`src/rtl/core/ffdl_pkg.sv`:
```
// ----------------------------------------------------------------------------
// ffdl_pkg
// Shared types, constants and arithmetic helpers for the fractional delay line.
// ----------------------------------------------------------------------------
package ffdl_pkg;

  localparam int SAMPLE_BITS = 24;
  localparam int ADDR_W      = 16;
  localparam int DEPTH       = 1 << ADDR_W;
  localparam int PADDR_W     = 5;

  localparam logic [16:0] UNITY     = 17'd65536;
  localparam logic [15:0] FB_MAX    = 16'd62259;
  localparam logic [31:0] MAX_DELAY = 32'(DEPTH - 2) << 16;

  // register byte addresses
  localparam logic [PADDR_W-1:0] REG_TARGET_DELAY = 5'd0;
  localparam logic [PADDR_W-1:0] REG_MIN_DELAY    = 5'd4;
  localparam logic [PADDR_W-1:0] REG_TARGET_FB    = 5'd8;
  localparam logic [PADDR_W-1:0] REG_TARGET_MIX   = 5'd12;
  localparam logic [PADDR_W-1:0] REG_COEFF        = 5'd16;

  typedef logic signed [SAMPLE_BITS-1:0] sample_t;

  typedef struct packed {
    logic [31:0] target_delay;
    logic [31:0] min_delay;
    logic [15:0] target_feedback;
    logic [16:0] target_mix;
    logic [16:0] coeff;
  } cfg_t;

  // early target writes, applied to the running values before the first item
  typedef struct packed {
    logic        delay_en;
    logic [31:0] delay;
    logic        fb_en;
    logic [16:0] fb;
    logic        mix_en;
    logic [16:0] mix;
  } cfg_load_t;

  // (x + half) >> 16 with floor
  function automatic logic signed [25:0] round16(input logic signed [41:0] x);
    logic signed [41:0] t;
    begin
      t = x + 42'sd32768;
      round16 = t[41:16];
    end
  endfunction

  function automatic sample_t sat27(input logic signed [26:0] v);
    begin
      if (v > 27'sd8388607) sat27 = 24'sh7FFFFF;
      else if (v < -27'sd8388608) sat27 = 24'sh800000;
      else sat27 = v[23:0];
    end
  endfunction

  function automatic logic [31:0] smooth(input logic [31:0] cur, input logic [31:0] tgt,
                                         input logic [16:0] c);
    logic [31:0] diff;
    logic [48:0] prod;
    begin
      diff = (tgt >= cur) ? (tgt - cur) : (cur - tgt);
      prod = {17'd0, diff} * {32'd0, c};
      smooth = (tgt >= cur) ? (cur + prod[47:16]) : (cur - prod[47:16]);
    end
  endfunction

endpackage

```
`src/rtl/core/ffdl_front.sv`:
```
// ----------------------------------------------------------------------------
// ffdl_front
// Two-entry input queue that accepts samples while the back end works.
// ----------------------------------------------------------------------------
module ffdl_front import ffdl_pkg::*; (
  input  logic    clk,
  input  logic    rst,
  input  logic    in_valid,
  output logic    in_stall,
  input  sample_t dry_sample,
  output logic    q_valid,
  output sample_t q_data,
  input  logic    q_pop
);

  sample_t     slot [2];
  logic        rd_ptr;
  logic        wr_ptr;
  logic [1:0]  count;
  logic        push;

  assign in_stall = (count == 2'd2);
  assign push     = in_valid && !in_stall;
  assign q_valid  = (count != 2'd0);
  assign q_data   = slot[rd_ptr];

  always_ff @(posedge clk) begin
    if (rst) begin
      rd_ptr <= 1'b0;
      wr_ptr <= 1'b0;
      count  <= 2'd0;
    end else begin
      if (push) begin
        wr_ptr <= !wr_ptr;
      end
      if (q_pop) begin
        rd_ptr <= !rd_ptr;
      end
      count <= count + 2'(push) - 2'(q_pop);
    end
  end

  always_ff @(posedge clk) begin
    if (push) begin
      slot[wr_ptr] <= dry_sample;
    end
  end

endmodule

```
`config.mk`:
```
export PLATFORM = sky130hd
export DESIGN_NAME = ffdl_front
export DESIGN_NICKNAME = d
export VERILOG_FILES = /design/src/rtl/core/ffdl_pkg.sv /design/src/rtl/core/ffdl_front.sv
export SDC_FILE = /design/constraint.sdc
export NUM_CORES = 1
export LEC_CHECK = 0
export BUFFER_PORTS_ARGS = -buffer_cell sky130_fd_sc_hd__buf_2
export CAP_MARGIN = 15
export CORE_MARGIN = 2
export CORE_UTILIZATION = 57
export CTS_BUF_LIST = sky130_fd_sc_hd__clkbuf_8
export DETAILED_ROUTE_END_ITERATION = 12
export GPL_ROUTABILITY_DRIVEN = 0
export GPL_TIMING_DRIVEN = 0
export PLACE_DENSITY = 0.86
export SETUP_SLACK_MARGIN = 0.15
export SLEW_MARGIN = 20
export SYNTH_ARGS = -nofsm -noshare
export SYNTH_HDL_FRONTEND = slang
export SYNTH_SLANG_ARGS = --single-unit
```
`constraint.sdc`:
```
create_clock -name clk -period 2.73 [get_ports clk]
set_input_delay 0.4095 -clock clk [delete_from_list [all_inputs] [get_ports clk]]
set_output_delay 0.4095 -clock clk [all_outputs]
set_load 0.1 [all_outputs]
```
==> results.env <==
REPORT.FINAL.SETUP_VIOL=0
CELL_TYPE_CONTRIBUTING_THE_MOST_TOTAL_CELL_AREA_AFTER_SYNTHESIS='sky130_fd_sc_hd__edfxtp_1'
MAPPEDNETLISTNETS=130
HOLDCRITPATHCLASS='in -> reg'
TIMING_MAX_TRANSITION_VIOLATIONS_FINAL=0
NUM_VIAS=1018
NUM-NETS-FINAL=190
SYNTH_MOST_COMMON_CELL='sky130_fd_sc_hd__edfxtp_1'
SYN_TO_FINAL_GROWTH_PCT=21.8
POST-CTS-SETUP-BUFFERS=0
TOTALWIRELENGTH_UM=2840
CTS_HOLD_REPAIR.BUFFERS=0
FIN_TNS_SETUP_NS=0
TOTAL_NUMBER_OF_PLACEMENT_ROWS=21
IR_DROP_WORST_CASE_VDD_uV=684
CTS_TREE='built'
SHARE_SEQ_OF_TOTAL_POWER_PCT=43.2
POST_SYNTH_INSTANCE_AREA_MM2=0.00197
CTS_HTREE_LEVELS=2
DRIVE_GT1_SHARE_PCT=55.9
PORT_BUFFERS=53
CP_DATA_REQUIRED_TIME_NS=2.32
GRT_FIRST_PASS_WIRELENGTH_UM=4760
COMB_POWER_SHARE_PCT=36.7
CLOCK-SINKS=53
YOSYS.AREA.TOP_TYPE_SHARE_PCT=73.3
SYN_AREA_PER_CELL_UM2=19.7
DESIGN.CORE.AREA_MM2=0.00334
CTSLONGESTPATHBUFFERS=2
SYNTH_MUX_AREA_SHARE_PCT=13.7
SLEW-LIMIT-HEADROOM_PCT=37.5
LEFTOVER_OVERFLOW_AT_THE_END_OF_GLOBAL_ROUTING=0
POST_SYNTH_AND_OR_NAND_NOR_AREA_FRACTION_PCT=2.55
DETAILEDPLACEMENTHPWL_UM=2040
SYNTH_TOP_CELLS_BY_COUNT='48 x sky130_fd_sc_hd__edfxtp_1, 24 x sky130_fd_sc_hd__mux2_2, 5 x sky130_fd_sc_hd__dfxtp_1, 3 x sky130_fd_sc_hd__inv_1, 3 x sky130_fd_sc_hd__nor2_1'
CTSRESIZECOUNT=0
DETAILEDROUTE.FIRSTPASSITERATIONCOUNT=4
FP.DIEAREA_MM2=0.00393
CP_CELL_SEQUENCE='buf_2, buf_6, mux2_2, buf_2'
REMAINING_DRC_ERRORS=0
ROUTE.DETAILED.WL_PER_INST_UM=13.7
DRV_CAP=0
POWER.SWITCHING_mW=0.973
VIASPERCELL=4.92
NETLIST-CELL-TYPE-COUNT=19
FLOORPLAN.INITIALDENSITY_PCT=58.9
CP_SLOWEST_CELL='sky130_fd_sc_hd__mux2_2'
CRIT_TYPE='reg -> out'
OUTCOME='finished, final reports clean'
CLKLATENCYLATEPIN_NS=0.29
SYNTHESIS.YOSYS.WARNINGS=0
CP_MAX_FO=10
ANTENNA_VIOLATIONS_BEFORE_REPAIR=0
TRITONCTS.NUM_BUFFERS=5
ANTENNA_LEFT=0
CRIT_PATH_MAX_INCR_DELAY_NS=0.35
DIODES=0
TIMING_WORST_SLEW_PIN_VALUE_NS=0.937
FIRST_GLOBAL_VIAS=1075
NETLIST_TOP_CELLS_AREA='sky130_fd_sc_hd__edfxtp_1 73%, sky130_fd_sc_hd__mux2_2 14%, sky130_fd_sc_hd__dfxtp_1 5.1%, sky130_fd_sc_hd__ha_1 1.3%, sky130_fd_sc_hd__buf_6 1.1%'
POWER_REPORT.INTERNAL_TOTAL_mW=1.45
PERIOD_UTILIZATION_POST_ROUTE_PCT=73.5
GRT_USE_TOTAL_PCT=16.7
INSTANCES_NO_FILL=207
COMBINATIONAL_FAMILY_WITH_THE_MOST_AREA_AFTER_SYNTHESIS='multiplexers'
SYNTH_SEQ_AREA_SHARE_PCT=78.4
WORSTSETUPSTARTPOINTTYPE='register'
YS_DOMINANT_REG_CELL='sky130_fd_sc_hd__edfxtp_1'
SYNTH_XOR_AREA_SHARE_PCT=1.34
NET_SWITCHING_SHARE_OF_THE_TOTAL_POWER_PCT=40.2
POWER.SHARE.CLOCK_PCT=20.1
CP_DATA_ARRIVAL_TIME_NS=1.60
ASYNC_FLOP_SHARE_PCT=0
PLACED_CELLS_INCL_TAPS=199
DIEHEIGHT_UM=62.7
WORST_CLOCK_SKEW_NS=0.00375
RSZ0062_AT_GRT='no'
POWER_PER_CELL_AREA_mW_PER_MM2=1010
SYNTH-EDFF-COUNT=48
SYNTH_COMPOUND_AREA_SHARE_PCT=0.509
SYNTH_FA_HA_AREA_SHARE_PCT=1.27
PLACEMENT.CELL_AREA_MM2=0.00229
POSTLAYOUTCELLAREA_MM2=0.00239
CP-END-KIND='output port'
CTS-ROOT-BUF='sky130_fd_sc_hd__clkbuf_8'
SYNTH_CELLS=100
TIMING.REG2REG.SETUP_SLACK_NS=0.79
REPORT.FINAL.HOLD_VIOL_COUNT=0
POST-ROUTE-MIN-PERIOD_NS=2.01
CLOCK.FMAX_MHz=498
GRT_MAX_DEGREE=25
FP.DIEW_UM=62.7
LEAKAGEPOWER_nW=0.942
CLK_TRANSITION_REPORTED_PATHS_NS=0.08
DETAIL_ROUTE.ITER0.VIOLATIONS=30
CRITICAL_PATH.MOST_COMMON_CELL='sky130_fd_sc_hd__buf_2'
FLOORPLAN.IO_PINS=54
POSTSYNTHREGISTERBITS=53
## cell type report
type,count,area [um^2]
clock buffers,5,68.8
fillers,231,942
multi-input cells,40,382
well taps,46,57.6
inverters,4,15.0
plain buffers,3,27.5
clock inverters,3,37.5
flip-flops and latches,53,1540
repair buffers,53,265
## layout by cell type, fill, tap and decap left out, drive strengths merged
cell	count
inv	5
mux2	24
xnor2	2
nor2b	1
or2	1
ha	2
a21oi	1
clkbuf	5
dfxtp	5
nand2	1
buf	56
or3	1
nor2	3
clkinv	1
o21ai	1
edfxtp	48
xor2	1
bufinv	1
and3	1
nand2b	1
## path summary, 6_finish.rpt
check / startpoint / depth (start not counted) / endpoint
worst max-delay path: register / 4 / q_data[10]
worst min-delay path: dry_sample[4] / 1 / slot[0][4]
worst max register to register: count[0] / 4 / slot[0][16]
worst min register to register: wr_ptr / 2 / wr_ptr
## kinds of logic (layout without fill, tap and decap cells)
family,Yosys count,after routing
AOI/OAI and AO/OA,2,2
xor gates and xnor gates,3,3
adders and majority gates,2,2
buffers and inverters,7,68
DFF,53,53
muxes,24,24
and+or+nand+nor,9,9
## layer usage
layer	part of all wire (%)	track usage (%)	up-vias
li1	-	-	491
met1	38	17.5	490
met2	55	29.0	33
met3	5.7	7.57	4
met4	1.2	7.22	0
met5	0	0	-
## flip-flops by register name, indices dropped and copies added, names as in the netlist, named ones only
register  cells
count         2
rd_ptr        1
slot         48
wr_ptr        1
## worst max-delay path: cells and delay by family, from the launching register on
family / cells / cell delay, ns
mux: 1 / 0.35
flops: 1 / 0.31
buf+inv: 3 / 0.65
## per-stage QoR
step	hold WS [ns]	setup WS (ns)	util [%]	total power, mW
after global routing	0.280	0.637	71.8	2.52
after CTS	0.289	0.690	71.8	2.45
final	0.301	0.723	71.8	2.42
after floorplan	0.451	0.827	-	1.83
after detailed placement	0.498	0.694	68.6	1.96
after global placement	0.467	0.742	68.6	1.94
## power groups by stage
stage | logic (mW) | registers (mW) | clock network (mW)
2_1_floorplan | 0.780 | 1.05 | 0
4_1_cts | 0.896 | 1.05 | 0.503
5_1_grt | 0.926 | 1.06 | 0.530
3_3_place_gp | 0.884 | 1.06 | 0
6_report | 0.888 | 1.05 | 0.486
3_5_place_dp | 0.893 | 1.07 | 0
Power figures use the tool's default switching activity.
